**src/tatsc_pkg.sv**
```systemverilog
// Shared types, constants and codes for the two-axis tracker step commander.
`timescale 1ns / 1ps

package tatsc_pkg;

  // Angle constants in 1/256 degree units.
  localparam int unsigned HalfTurn   = 46080;
  localparam int unsigned FullTurn   = 92160;
  localparam int unsigned RightAngle = 23040;

  // Register reset values.
  localparam int unsigned AnglePerPulseReset = 256;
  localparam int unsigned LimitReset         = 4096;

  // Serial divider size: one quotient bit per cycle.
  localparam int unsigned DivBits = 17;
  localparam int unsigned DivCntW = $clog2(DivBits);

  // Configuration register indexes.
  localparam logic [1:0] CFG_ANGLE_PER_PULSE = 2'd0;
  localparam logic [1:0] CFG_AZ_LIMIT        = 2'd1;
  localparam logic [1:0] CFG_ZE_LIMIT        = 2'd2;

  // Command codes.
  localparam logic [2:0] FUNC_TRACK  = 3'd0;
  localparam logic [2:0] FUNC_HOME   = 3'd1;
  localparam logic [2:0] FUNC_JOG_AZ = 3'd2;
  localparam logic [2:0] FUNC_JOG_ZE = 3'd3;
  localparam logic [2:0] FUNC_RAW_AZ = 3'd4;
  localparam logic [2:0] FUNC_RAW_ZE = 3'd5;

  // Axis and direction codes.
  localparam logic AXIS_AZ = 1'b0;
  localparam logic AXIS_ZE = 1'b1;
  localparam logic DIR_CW  = 1'b0;
  localparam logic DIR_CCW = 1'b1;

  // Move planner operations, one per request.
  localparam logic [3:0] OP_NOP      = 4'd0;
  localparam logic [3:0] OP_ZE_HOME  = 4'd1;
  localparam logic [3:0] OP_AZ_HOME  = 4'd2;
  localparam logic [3:0] OP_ZE_TRACK = 4'd3;
  localparam logic [3:0] OP_AZ_TRACK = 4'd4;
  localparam logic [3:0] OP_AZ_JOG   = 4'd5;
  localparam logic [3:0] OP_ZE_JOG   = 4'd6;
  localparam logic [3:0] OP_RAW_AZ   = 4'd7;
  localparam logic [3:0] OP_RAW_ZE   = 4'd8;

  // Working width for position arithmetic with headroom for limits and jogs.
  typedef logic signed [19:0] wide_t;

  // One planned move and the positions after it.
  typedef struct packed {
    logic        axis;
    logic        dir;
    logic [17:0] cnt;
    logic [17:0] az_pos;
    logic [17:0] ze_pos;
  } plan_t;

endpackage

```
**src/two_axis_tracker_step_commander.sv**
```systemverilog
// Top level: command sequencer, position registers and result register.
`timescale 1ns / 1ps

// Two-axis sun tracker step commander. Each command on the slave stream
// (kind in tuser) yields one or two move requests on the master stream;
// tlast marks the final request of a command. Track and home yield a zenith
// request then an azimuth request; jog, raw and unknown commands yield one.
// The input is ready only while the sequencer is idle. A daytime track
// command runs two divisions back to back on one shared serial divider that
// makes one quotient bit per cycle. The next command can be taken only after
// the load, both divisions with the hand-over between them and the requests;
// a command without divisions needs only the load and its requests. Any
// stall on the master side delays this further. A finished request waits in the
// output register while the next command is taken. Configuration writes are
// always ready and should only be issued while no command is in flight.
module two_axis_tracker_step_commander
  import tatsc_pkg::*;
(
  input  logic         clk_i,
  input  logic         rst_ni,
  // Configuration write channel.
  input  logic         cfg_valid_i,
  output logic         cfg_ready_o,
  input  logic [1:0]   cfg_index_i,
  input  logic [16:0]  cfg_data_i,
  // Command stream.
  input  logic         s_axis_tvalid_i,
  output logic         s_axis_tready_o,
  // tdata from bit 0: azimuth_angle[16:0], zenith_angle[32:17], time_now[49:33],
  // sunrise_time[66:50], sunset_time[83:67], jog_pulses[101:84], zero pad.
  input  logic [103:0] s_axis_tdata_i,
  // tuser: func[2:0].
  input  logic [2:0]   s_axis_tuser_i,
  // Move request stream.
  output logic         m_axis_tvalid_o,
  input  logic         m_axis_tready_i,
  // tdata from bit 0: move_dir[0], pulse_count[18:1], az_position[36:19],
  // ze_position[54:37], zero pad.
  output logic [55:0]  m_axis_tdata_o,
  // tuser: move_axis[0].
  output logic         m_axis_tuser_o,
  output logic         m_axis_tlast_o
);

  localparam logic [1:0] ST_IDLE   = 2'd0;
  localparam logic [1:0] ST_DIV_ZE = 2'd1;
  localparam logic [1:0] ST_DIV_AZ = 2'd2;
  localparam logic [1:0] ST_EMIT   = 2'd3;

  logic [1:0]         state_q, state_d;
  logic [3:0]         op_q, op_d;
  logic [3:0]         op2_q, op2_d;
  logic               two_q, two_d;
  logic [15:0]        app_q;
  logic [16:0]        az_lim_q, ze_lim_q;
  logic signed [17:0] az_pos_q, az_pos_d;
  logic signed [17:0] ze_pos_q, ze_pos_d;
  logic [16:0]        azn_q, azn_d;
  logic               eln_neg_q, eln_neg_d;
  logic signed [17:0] zt_q, zt_d;
  logic [16:0]        at_q, at_d;
  logic signed [17:0] jog_q, jog_d;

  logic               m_valid_q, m_valid_d;
  plan_t              m_plan_q, m_plan_d;
  logic               m_last_q, m_last_d;

  // Input fields.
  logic [2:0]         in_func;
  logic [16:0]        in_az;
  logic [15:0]        in_ze;
  logic [16:0]        in_now, in_rise, in_set;
  logic signed [17:0] in_jog;

  logic               accept;
  logic               night;
  logic [17:0]        azn_full;
  logic signed [17:0] eln;
  logic [16:0]        eln_abs;
  logic               out_free;
  logic               load_out;

  logic               div_start;
  logic [16:0]        div_dividend;
  logic               div_done;
  logic [16:0]        div_quo;
  plan_t              plan;

  assign in_func = s_axis_tuser_i;
  assign in_az   = s_axis_tdata_i[16:0];
  assign in_ze   = s_axis_tdata_i[32:17];
  assign in_now  = s_axis_tdata_i[49:33];
  assign in_rise = s_axis_tdata_i[66:50];
  assign in_set  = s_axis_tdata_i[83:67];
  assign in_jog  = s_axis_tdata_i[101:84];

  assign s_axis_tready_o = (state_q == ST_IDLE);
  assign accept          = s_axis_tvalid_i && s_axis_tready_o;
  assign night           = (in_now < in_rise) || (in_now > in_set);

  // Angle normalization: azimuth folded about south, elevation from zenith.
  always_comb begin
    if (in_az > 17'(HalfTurn)) begin
      azn_full = 18'(FullTurn + HalfTurn) - {1'b0, in_az};
    end else begin
      azn_full = 18'(HalfTurn) - {1'b0, in_az};
    end
    eln     = $signed(18'(RightAngle)) - $signed({2'b00, in_ze});
    eln_abs = (eln < 0) ? 17'(-eln) : eln[16:0];
  end

  // The divider takes the elevation on accept and the azimuth after it.
  assign div_start    = (accept && in_func == FUNC_TRACK && !night) ||
                        (state_q == ST_DIV_ZE && div_done);
  assign div_dividend = (state_q == ST_IDLE) ? eln_abs : azn_q;

  tatsc_divider u_divider (
    .clk_i      (clk_i),
    .rst_ni     (rst_ni),
    .start_i    (div_start),
    .dividend_i (div_dividend),
    .divisor_i  (app_q),
    .done_o     (div_done),
    .quotient_o (div_quo)
  );

  tatsc_move_plan u_move_plan (
    .op_i        (op_q),
    .az_pos_i    (az_pos_q),
    .ze_pos_i    (ze_pos_q),
    .az_lim_i    (az_lim_q),
    .ze_lim_i    (ze_lim_q),
    .ze_target_i (zt_q),
    .az_target_i (at_q),
    .jog_i       (jog_q),
    .plan_o      (plan)
  );

  assign out_free = !m_valid_q || m_axis_tready_i;
  assign load_out = (state_q == ST_EMIT) && out_free;

  // Sequencer: decode the command, run the divisions, then issue requests.
  always_comb begin
    state_d   = state_q;
    op_d      = op_q;
    op2_d     = op2_q;
    two_d     = two_q;
    azn_d     = azn_q;
    eln_neg_d = eln_neg_q;
    zt_d      = zt_q;
    at_d      = at_q;
    jog_d     = jog_q;
    az_pos_d  = az_pos_q;
    ze_pos_d  = ze_pos_q;

    case (state_q)
      ST_IDLE: begin
        if (accept) begin
          jog_d     = in_jog;
          azn_d     = azn_full[16:0];
          eln_neg_d = (eln < 0);
          two_d     = 1'b0;
          op2_d     = OP_NOP;
          state_d   = ST_EMIT;
          case (in_func)
            FUNC_TRACK: begin
              two_d = 1'b1;
              if (night) begin
                op_d  = OP_ZE_HOME;
                op2_d = OP_AZ_HOME;
              end else begin
                op_d    = OP_ZE_TRACK;
                op2_d   = OP_AZ_TRACK;
                state_d = ST_DIV_ZE;
              end
            end
            FUNC_HOME: begin
              two_d = 1'b1;
              op_d  = OP_ZE_HOME;
              op2_d = OP_AZ_HOME;
            end
            FUNC_JOG_AZ: op_d = OP_AZ_JOG;
            FUNC_JOG_ZE: op_d = OP_ZE_JOG;
            FUNC_RAW_AZ: op_d = OP_RAW_AZ;
            FUNC_RAW_ZE: op_d = OP_RAW_ZE;
            default:     op_d = OP_NOP;
          endcase
        end
      end
      ST_DIV_ZE: begin
        // Truncation toward zero: divide the magnitude, restore the sign.
        if (div_done) begin
          zt_d    = eln_neg_q ? -$signed({1'b0, div_quo}) : $signed({1'b0, div_quo});
          state_d = ST_DIV_AZ;
        end
      end
      ST_DIV_AZ: begin
        if (div_done) begin
          at_d    = div_quo;
          state_d = ST_EMIT;
        end
      end
      ST_EMIT: begin
        if (out_free) begin
          az_pos_d = plan.az_pos;
          ze_pos_d = plan.ze_pos;
          if (two_q) begin
            op_d  = op2_q;
            two_d = 1'b0;
          end else begin
            state_d = ST_IDLE;
          end
        end
      end
      default: state_d = ST_IDLE;
    endcase
  end

  // Result register between the sequencer and the master side.
  always_comb begin
    m_plan_d  = m_plan_q;
    m_last_d  = m_last_q;
    m_valid_d = m_valid_q && !m_axis_tready_i;
    if (load_out) begin
      m_plan_d  = plan;
      m_last_d  = !two_q;
      m_valid_d = 1'b1;
    end
  end

  always_ff @(posedge clk_i or negedge rst_ni) begin
    if (!rst_ni) begin
      state_q   <= ST_IDLE;
      op_q      <= OP_NOP;
      op2_q     <= OP_NOP;
      two_q     <= 1'b0;
      az_pos_q  <= '0;
      ze_pos_q  <= '0;
      m_valid_q <= 1'b0;
    end else begin
      state_q   <= state_d;
      op_q      <= op_d;
      op2_q     <= op2_d;
      two_q     <= two_d;
      az_pos_q  <= az_pos_d;
      ze_pos_q  <= ze_pos_d;
      m_valid_q <= m_valid_d;
    end
  end

  // Command operands and result payload.
  always_ff @(posedge clk_i) begin
    azn_q     <= azn_d;
    eln_neg_q <= eln_neg_d;
    zt_q      <= zt_d;
    at_q      <= at_d;
    jog_q     <= jog_d;
    m_plan_q  <= m_plan_d;
    m_last_q  <= m_last_d;
  end

  // Configuration registers; writes beyond the list are dropped.
  assign cfg_ready_o = 1'b1;

  always_ff @(posedge clk_i or negedge rst_ni) begin
    if (!rst_ni) begin
      app_q    <= 16'(AnglePerPulseReset);
      az_lim_q <= 17'(LimitReset);
      ze_lim_q <= 17'(LimitReset);
    end else if (cfg_valid_i && cfg_ready_o) begin
      case (cfg_index_i)
        CFG_ANGLE_PER_PULSE: app_q    <= cfg_data_i[15:0];
        CFG_AZ_LIMIT:        az_lim_q <= cfg_data_i;
        CFG_ZE_LIMIT:        ze_lim_q <= cfg_data_i;
        default: begin
        end
      endcase
    end
  end

  assign m_axis_tvalid_o = m_valid_q;
  assign m_axis_tdata_o  = {1'b0, m_plan_q.ze_pos, m_plan_q.az_pos, m_plan_q.cnt, m_plan_q.dir};
  assign m_axis_tuser_o  = m_plan_q.axis;
  assign m_axis_tlast_o  = m_last_q;

endmodule

```
**src/tatsc_divider.sv**
```systemverilog
// Restoring serial divider that produces one quotient bit per cycle.
`timescale 1ns / 1ps

module tatsc_divider
  import tatsc_pkg::*;
(
  input  logic                 clk_i,
  input  logic                 rst_ni,
  input  logic                 start_i,
  input  logic [DivBits-1:0]   dividend_i,
  input  logic [15:0]          divisor_i,
  output logic                 done_o,
  output logic [DivBits-1:0]   quotient_o
);

  logic               run_q, run_d;
  logic               done_q, done_d;
  logic [DivCntW-1:0] cnt_q, cnt_d;
  logic [15:0]        rem_q, rem_d;
  logic [DivBits-1:0] quo_q, quo_d;
  logic [15:0]        dvs_q, dvs_d;
  logic [16:0]        trial;
  logic [16:0]        diff;
  logic               fits;

  // One restoring step: shift in the next dividend bit and try to subtract.
  always_comb begin
    trial = {rem_q, quo_q[DivBits-1]};
    diff  = trial - {1'b0, dvs_q};
    fits  = (trial >= {1'b0, dvs_q});
  end

  // Control: start loads the operands, then the step repeats DivBits times.
  always_comb begin
    run_d  = run_q;
    done_d = 1'b0;
    cnt_d  = cnt_q;
    rem_d  = rem_q;
    quo_d  = quo_q;
    dvs_d  = dvs_q;
    if (start_i) begin
      run_d = 1'b1;
      cnt_d = '0;
      rem_d = '0;
      quo_d = dividend_i;
      // A zero step angle counts as one.
      dvs_d = (divisor_i == 16'd0) ? 16'd1 : divisor_i;
    end else if (run_q) begin
      rem_d = fits ? diff[15:0] : trial[15:0];
      quo_d = {quo_q[DivBits-2:0], fits};
      cnt_d = cnt_q + DivCntW'(1);
      if (cnt_q == DivCntW'(DivBits - 1)) begin
        run_d  = 1'b0;
        done_d = 1'b1;
      end
    end
  end

  always_ff @(posedge clk_i or negedge rst_ni) begin
    if (!rst_ni) begin
      run_q  <= 1'b0;
      done_q <= 1'b0;
      cnt_q  <= '0;
    end else begin
      run_q  <= run_d;
      done_q <= done_d;
      cnt_q  <= cnt_d;
    end
  end

  // Operand and partial result registers.
  always_ff @(posedge clk_i) begin
    rem_q <= rem_d;
    quo_q <= quo_d;
    dvs_q <= dvs_d;
  end

  assign done_o     = done_q;
  assign quotient_o = quo_q;

endmodule

```
**src/tatsc_move_plan.sv**
```systemverilog
// Move planner: limit checks and position update for one axis request.
`timescale 1ns / 1ps

module tatsc_move_plan
  import tatsc_pkg::*;
(
  input  logic [3:0]         op_i,
  input  logic signed [17:0] az_pos_i,
  input  logic signed [17:0] ze_pos_i,
  input  logic [16:0]        az_lim_i,
  input  logic [16:0]        ze_lim_i,
  input  logic signed [17:0] ze_target_i,
  input  logic [16:0]        az_target_i,
  input  logic signed [17:0] jog_i,
  output plan_t              plan_o
);

  wide_t cur_az, cur_ze, al, zl, zt, at, p, delta, mag, sum, cnt;
  logic  dir;
  logic  axis;
  logic [17:0] az_new, ze_new;

  always_comb begin
    cur_az = {{2{az_pos_i[17]}}, az_pos_i};
    cur_ze = {{2{ze_pos_i[17]}}, ze_pos_i};
    al     = {3'b000, az_lim_i};
    zl     = {3'b000, ze_lim_i};
    zt     = {{2{ze_target_i[17]}}, ze_target_i};
    at     = {3'b000, az_target_i};
    p      = {{2{jog_i[17]}}, jog_i};
    delta  = '0;
    mag    = '0;
    sum    = '0;
    cnt    = '0;
    dir    = DIR_CW;
    axis   = AXIS_AZ;
    az_new = az_pos_i;
    ze_new = ze_pos_i;

    case (op_i)
      // Zenith home only from inside [0, limit].
      OP_ZE_HOME: begin
        axis = AXIS_ZE;
        if (cur_ze <= zl && cur_ze > 0) begin
          cnt    = cur_ze;
          ze_new = '0;
        end
      end
      // Azimuth home only when strictly inside the limit.
      OP_AZ_HOME: begin
        mag = (cur_az < 0) ? -cur_az : cur_az;
        if (cur_az != 0 && mag < al) begin
          dir    = (cur_az < 0) ? DIR_CW : DIR_CCW;
          cnt    = mag;
          az_new = '0;
        end
      end
      // Zenith track; a target below the horizon parks the axis at zero.
      OP_ZE_TRACK: begin
        axis  = AXIS_ZE;
        delta = zt - cur_ze;
        if (cur_ze <= zl && cur_ze >= 0 && delta != 0) begin
          if (zt < 0) begin
            ze_new = '0;
          end else begin
            dir    = (delta > 0) ? DIR_CCW : DIR_CW;
            cnt    = (delta < 0) ? -delta : delta;
            ze_new = zt[17:0];
          end
        end
      end
      // Azimuth track, blocked on the side where the limit is reached.
      OP_AZ_TRACK: begin
        delta = at - cur_az;
        if (delta < 0) begin
          if (cur_az > -al) begin
            dir    = DIR_CCW;
            cnt    = -delta;
            az_new = at[17:0];
          end
        end else if (delta > 0 && cur_az < al) begin
          dir    = DIR_CW;
          cnt    = delta;
          az_new = at[17:0];
        end
      end
      // Azimuth jog clamped to the symmetric limit.
      OP_AZ_JOG: begin
        sum = cur_az + p;
        if (p < 0 && cur_az > -al) begin
          if (sum < -al) begin
            sum = -al;
          end
          cnt    = cur_az - sum;
          dir    = DIR_CW;
          az_new = sum[17:0];
        end else if (p > 0 && cur_az < al) begin
          if (sum > al) begin
            sum = al;
          end
          cnt    = sum - cur_az;
          dir    = DIR_CCW;
          az_new = sum[17:0];
        end
      end
      // Zenith jog clamped to [0, limit].
      OP_ZE_JOG: begin
        axis = AXIS_ZE;
        sum  = cur_ze + p;
        if (p > 0 && cur_ze < zl) begin
          if (sum > zl) begin
            sum = zl;
          end
          cnt    = sum - cur_ze;
          dir    = DIR_CCW;
          ze_new = sum[17:0];
        end else if (p < 0 && cur_ze > 0) begin
          if (sum < 0) begin
            sum = '0;
          end
          cnt    = cur_ze - sum;
          dir    = DIR_CW;
          ze_new = sum[17:0];
        end
      end
      // Raw moves leave the stored positions alone.
      OP_RAW_AZ, OP_RAW_ZE: begin
        axis = (op_i == OP_RAW_ZE) ? AXIS_ZE : AXIS_AZ;
        dir  = (p < 0) ? DIR_CW : DIR_CCW;
        cnt  = (p < 0) ? -p : p;
      end
      default: begin
      end
    endcase

    // A request without pulses always reports clockwise.
    if (cnt == 0) begin
      dir = DIR_CW;
    end

    plan_o.axis   = axis;
    plan_o.dir    = dir;
    plan_o.cnt    = cnt[17:0];
    plan_o.az_pos = az_new;
    plan_o.ze_pos = ze_new;
  end

endmodule

```
**config.mk**
```make
export PLATFORM = sky130hd
export DESIGN_NAME = two_axis_tracker_step_commander
export DESIGN_NICKNAME = d
export VERILOG_FILES = /design/src/tatsc_pkg.sv /design/src/two_axis_tracker_step_commander.sv /design/src/tatsc_divider.sv /design/src/tatsc_move_plan.sv
export SDC_FILE = /design/constraint.sdc
export NUM_CORES = 1
export LEC_CHECK = 0
export ABC_AREA = 0
export BUFFER_PORTS_ARGS = -buffer_cell sky130_fd_sc_hd__buf_2
export CAP_MARGIN = 25
export CORE_MARGIN = 4
export CORE_UTILIZATION = 45
export CTS_CLUSTER_SIZE = 20
export DETAILED_ROUTE_END_ITERATION = 8
export SLEW_MARGIN = 20
export SYNTH_ARGS = -nofsm -noshare
export SYNTH_HDL_FRONTEND = slang
export SYNTH_SLANG_ARGS = --single-unit
```
**constraint.sdc**
```tcl
create_clock -name clk_i -period 8.2 [get_ports clk_i]
set_clock_uncertainty 0.1 [all_clocks]
set_input_delay 1.23 -clock clk_i [delete_from_list [all_inputs] [get_ports clk_i]]
set_output_delay 1.23 -clock clk_i [all_outputs]
set_load 0.1 [all_outputs]
```
==> results of run 1 <==
[logic make-up after synthesis]
logic type	Yosys count	synth area share, %
adder cells (fa/ha/maj)	341	15.1
flip-flops	280	27.0
XOR/XNOR	222	6.82
buffers and inverters	326	4.41
other	2	0.0262
AO/OA/AOI/OAI	967	23.3
multiplexers	146	5.55
AND/OR/NAND/NOR	1006	17.7
[state kept, by name (all words and copies together) (netlist names), 2 cells and up]
| register | cells |
|---|---|
| az_pos_q | 18 |
| u_divider.quotient_o | 17 |
| app_q | 16 |
| state_q | 2 |
| u_divider.cnt_q | 5 |
| u_divider.rem_q | 16 |
| m_axis_tdata_o | 55 |
| op2_q | 2 |
| jog_q | 18 |
| azn_q | 17 |
| op_q | 4 |
| at_q | 17 |
| zt_q | 18 |
| ze_lim_q | 17 |
| ze_pos_q | 18 |
| az_lim_q | 17 |
| u_divider.dvs_q | 16 |
[worst max-delay path, delay by kind of cell (launching register included)]
| family | cells | cell delay (ps) |
|---|---|---|
| buf+inv | 5 | 790 |
| mux | 1 | 330 |
| flops | 1 | 490 |
| compound gates | 17 | 2680 |
| simple gates | 8 | 2240 |
| fa+ha+maj | 3 | 870 |
| xor+xnor | 1 | 280 |
[how the worst max path moves through the flow]
| stage | start | endpoint | slack (ps) |
|---|---|---|---|
| after global placement | az_pos_q[1]$_DFFE_PN0P_ | m_axis_tdata_o[0]$_SDFFCE_PN0P_ | -280 |
| after floorplan | jog_q[1]$_DFFE_PP_ | m_axis_tdata_o[0]$_SDFFCE_PN0P_ | 810 |
| after CTS | jog_q[0]$_DFFE_PP_ | m_axis_tdata_o[0]$_SDFFCE_PN0P_ | 10 |
| after detailed placement | az_pos_q[1]$_DFFE_PN0P_ | m_axis_tdata_o[0]$_SDFFCE_PN0P_ | -320 |
| final | jog_q[0]$_DFFE_PP_ | m_axis_tdata_o[0]$_SDFFCE_PN0P_ | 180 |
| after global routing | jog_q[1]$_DFFE_PP_ | m_axis_tdata_o[0]$_SDFFCE_PN0P_ | -90 |
[metrics by stage]
stage,hold slack [ps],TNS [ps],setup slack [ps]
floorplan,341,0,810
global placement,355,-308,-278
detailed placement,357,-373,-317
CTS,365,0,11.9
global route,392,-93.2,-93.2
finish,362,0,183
[cell usage in the layout (no fill, tap or decap), types with 29 or more instances in the layout]
cell type and count:
ha_1 323, nand2_1 261, buf_4 252, nor2_1 247, a21oi_1 215, inv_1 202, buf_2 186, o21ai_0 168
edfxtp_1 161, xnor2_1 138, dfrtp_1 99, mux2_2 95, a21o_1 82, xor2_1 76, nand3_1 72, nor3_1 69
nor2b_1 51, mux2i_1 47, o21a_1 44, o211ai_1 43, nand2b_1 42, nand4_1 40, a211oi_1 35, clkbuf_16 35
or3_1 32, a221oi_1 32, nor4_1 30, o31ai_1 29
[final cells by class]
type,instances,share of cell area (%)
timing repair buffer,439,8.48
inverter,205,2.29
clock inverter,19,0.714
antenna,2,0.0149
multi-input combinational,2684,59.6
tap,846,3.15
clock buffer,45,2.79
sequential,280,23.0
[routing by layer]
layer  part of all wire [%]  track usage (%)
met1                     41             44.4
met2                     43             51.6
met3                    9.8             6.95
met4                    6.3             17.1
met5                   0.12             1.02
[timing repair]
item	CTS	global route
gates resized for setup	7	86
setup endpoints to repair	2	6
pin swaps	3	44
buffers inserted	0	14
gates cloned	0	0
hold endpoints to repair	0	0
==> results.cfg, run 1 <==
[setup_path]
critical_path_peak_fanout = 5
critPathSlowestCell = or4b_4
criticalPathCategory = reg -> reg
cp-end-kind = flop
reg2reg_to = m_axis_tdata_o[0]$_SDFFCE_PN0P_
ff2ff_setup_slack_ps = 180
r2r_cells = 35
path_common_cell = buf_4
startpoint_type = flop
critPathRequiredTime_ps = 8430
cpPeakStageDelay_ps = 540
r2r_start = jog_q[0]$_DFFE_PP_
crit_arrival_ps = 8240

[final_layout]
regArea_mm2 = 0.00774
final_cells = 4520
syn_to_final_growth_pct = 17.5
finalInstanceArea_mm2 = 0.0336
multiInputGateArea_mm2 = 0.0200
fillerInstances = 5894
drive_gt1_share_pct = 20.2
fin_util_pct = 53.4
nNetsFinal = 4116

[drt]
dr.pass1.iters = 6
vias = 28511
vias_per_cell = 6.31
wl_per_cell_um = 26.0
ant_nets = 0
initialDrtViolationCount = 3409
wl_um = 118000
drcViolationCount = 0

[logic_synthesis]
synth.top_cells.by_count = ha_1, nand2_1, nor2_1, a21oi_1, inv_1
synth_warnings = 0
synthCells = 3290
netlist.area_leader.share_pct = 16.9
synth_seq_cells = 280
ys_seq_area_share_pct = 27.0
yosys-top-cells-area = edfxtp_1, ha_1, dfrtp_1
syn_area_per_cell_um2 = 8.70
yosysMostFrequentCell = ha_1
async_flop_share_pct = 36.8
synth.cell_area_mm2 = 0.0286
yosys.area.top_type = edfxtp_1
yosysUniqueCellTypes = 119
ys.flop_type = edfxtp_1
synth-edff-count = 161
syn_nets = 3761

[grt]
first_global_vias = 27079
grt_max_degree = 68
antenna_found_initial = 6
gr-total-overflow = 0
grt_use_total_pct = 33.5
grt_first_pass_wirelength_um = 171000

[clocking]
cts_htree_levels = 2
cts_inserted_buffers = 35
hold_buffers = 0
cts_root_buffer = clkbuf_16
insertion_delay_ps = 590
cts_tree = done
clk_pin_slew_ps = 70
clk_path_buf_depth = 3
clock_sinks = 280

[timing]
final_max_slew_viol_count = 0
finalCriticalPeriod_ps = 8020
finalSetupViolCount = 0
hold_viol = 0
worst_pin_slew_ps = 1160
max_freq_mhz = 125
timing.final.crit_share_pct = 97.8
slew_headroom_pct = 22.4

[flow_run]
drv_cap = 0

[floorplanning]
initial_core_util_pct = 45.4
rows = 92
dieWidth_um = 260
die_area_mm2 = 0.0677
die-height_um = 260
core_mm2 = 0.0630
ioPinCount = 192

[placement]
hpwl_um = 95900
post-place-cells = 4440
place.port_buffers = 187
place_area_mm2 = 0.0320
gp_congestion = 1.05

[min_path]
holdCritPathClass = reg -> reg
hold_depth = 2
min_to = u_divider.rem_q[15]$_SDFFE_PN0P_
hp-start = u_divider.rem_q[15]$_SDFFE_PN0P_

[outcome]
status = finished clean
Power of run 1 is left out: the tool's default activity adds up to more than one toggle a clock period on the data nets, which glitch-free logic cannot reach.
==> run 2, diff against run 1 <==
RECOVER_POWER = 50   (was not set)
==> run 2 against run 1 <==
Against the previous run: sequential cell count stayed put; die area stayed put; hold slack better by 2.3 ps; final cell count hardly changed; register-to-register slack better by 40 ps; fmax is 0.47% higher; via count is 0.30% lower; critical endpoint unchanged; the run now ends with max-capacitance violations, max-slew violations left; wire length hardly changed; non-clock buffer count stayed put; first-iteration DRC count is 6.8% lower.
==> results.cfg, run 2 (synthesis results as in run 1) <==
[clocking]
cts_inserted_buffers = 35
cts_htree_levels = 2
clk_pin_slew_ps = 70
cts_root_buffer = clkbuf_16
clock_sinks = 280
insertion_delay_ps = 590
cts_tree = done
clk_path_buf_depth = 3
hold_buffers = 0

[placement]
gp_congestion = 1.05
hpwl_um = 95900
place.port_buffers = 187

[setup_path]
ff2ff_setup_slack_ps = 220
cpPeakStageDelay_ps = 540
crit_arrival_ps = 8200
worst-path-buf-inv = 5
cp_top_family = compound AO/OA/AOI/OAI gates
crit_cells = 35
cp-end-kind = flop
r2r_start = jog_q[0]$_DFFE_PP_
reg2reg_to = m_axis_tdata_o[0]$_SDFFCE_PN0P_
critPathRequiredTime_ps = 8420
startpoint_type = flop
criticalPathCategory = reg -> reg
critical_path_peak_fanout = 5
r2r_cells = 35
path_common_cell = buf_4
critPathSlowestCell = or4b_4

[timing]
final_max_slew_viol_count = 124
finalCriticalPeriod_ps = 7980
fin_setup_tns_ps = 0
slew_headroom_pct = -108
worst_pin_slew_ps = 3120
finalSetupViolCount = 0
timing.final.crit_share_pct = 97.3
max_freq_mhz = 125
hold_viol = 0

[floorplanning]
dieWidth_um = 260
die-height_um = 260
initial_core_util_pct = 45.4
core_mm2 = 0.0630
die_area_mm2 = 0.0677
rows = 92
ioPinCount = 192

[final_layout]
multiInputGateArea_mm2 = 0.0200
drive_gt1_share_pct = 19.4
mostFrequentLayoutCells = ha_1, nand2_1, nor2_1
syn_to_final_growth_pct = 17.3
final_common_cell = ha_1
fillerInstances = 5916
largest_register_ffs = 55
nNetsFinal = 4116
regArea_mm2 = 0.00774

[drt]
vias_per_cell = 6.29
dr.pass1.iters = 6
drcViolationCount = 0
wl_um = 118000
initialDrtViolationCount = 3177
vias = 28426
ant_nets = 0
wl_per_cell_um = 26.0

[grt]
grt_first_pass_wirelength_um = 171000
grt_max_degree = 68
gr-total-overflow = 0
first_global_vias = 27079
grt_use_total_pct = 33.5
antenna_found_initial = 6

[outcome]
failed_checks = max-capacitance violations, max-slew violations
status = complete, but fails checks

[flow_run]
drv_cap = 4

[min_path]
holdCritPathClass = reg -> reg
min_to = u_divider.rem_q[15]$_SDFFE_PN0P_
hold_depth = 2
hp-start = u_divider.rem_q[15]$_SDFFE_PN0P_
[run 2: tightest hold or removal path: stages (launching register included)]
cell and delay [ps]:
dfxtp_1 310, nand2_1 60, a21oi_1 50
[run 2: worst max path at each step]
| stage | from | end | slack, ps |
|---|---|---|---|
| final | jog_q[0]$_DFFE_PP_ | m_axis_tdata_o[0]$_SDFFCE_PN0P_ | 220 |
| after CTS | jog_q[0]$_DFFE_PP_ | m_axis_tdata_o[0]$_SDFFCE_PN0P_ | 10 |
| after detailed placement | az_pos_q[1]$_DFFE_PN0P_ | m_axis_tdata_o[0]$_SDFFCE_PN0P_ | -320 |
| after global placement | az_pos_q[1]$_DFFE_PN0P_ | m_axis_tdata_o[0]$_SDFFCE_PN0P_ | -280 |
| after global routing | jog_q[1]$_DFFE_PP_ | m_axis_tdata_o[0]$_SDFFCE_PN0P_ | -90 |
| after floorplan | jog_q[1]$_DFFE_PP_ | m_axis_tdata_o[0]$_SDFFCE_PN0P_ | 810 |
[run 2: per-layer routing]
| layer | routed length [µm] | GRT usage [%] | vias up |
|---|---|---|---|
| li1 | - | - | 13045 |
| met5 | 104 | 1.02 | - |
| met1 | 48400 | 44.4 | 13555 |
| met4 | 7440 | 17.1 | 10 |
| met3 | 11200 | 6.95 | 344 |
| met2 | 50500 | 51.6 | 1472 |
[run 2: final cells by class]
cell class,instances,share of cell area (%)
Tap cell,846,3.15
Sequential cell,280,23.1
Inverter,205,2.29
Clock inverter,19,0.716
Clock buffer,45,2.79
Timing Repair Buffer,439,8.29
Antenna cell,4,0.0298
Multi-Input combinational cell,2684,59.7
[run 2: repair_timing]
| action | CTS | global route |
|---|---|---|
| endpoints found under the setup margin | 2 | 6 |
| gates resized for setup | 7 | 86 |
| pin swaps | 3 | 44 |
| buffers inserted | 0 | 14 |
[run 2: through the flow]
| stage | hold slack, ps | instance area, µm² | instances | util, % | setup WS (ps) |
|---|---|---|---|---|---|
| final | 365 | 33600 | 4522 | 53.3 | 221 |
| after global routing | 392 | 33600 | 4518 | 53.3 | -93.2 |
| after CTS | 365 | 33200 | 4504 | 52.6 | 11.9 |
| after detailed placement | 357 | 32000 | 4440 | 50.8 | -317 |
| after global placement | 355 | 31900 | 4438 | 50.7 | -278 |
| after floorplan | 341 | 28600 | 3290 | - | 810 |
Power of run 2 is left out for the same reason.
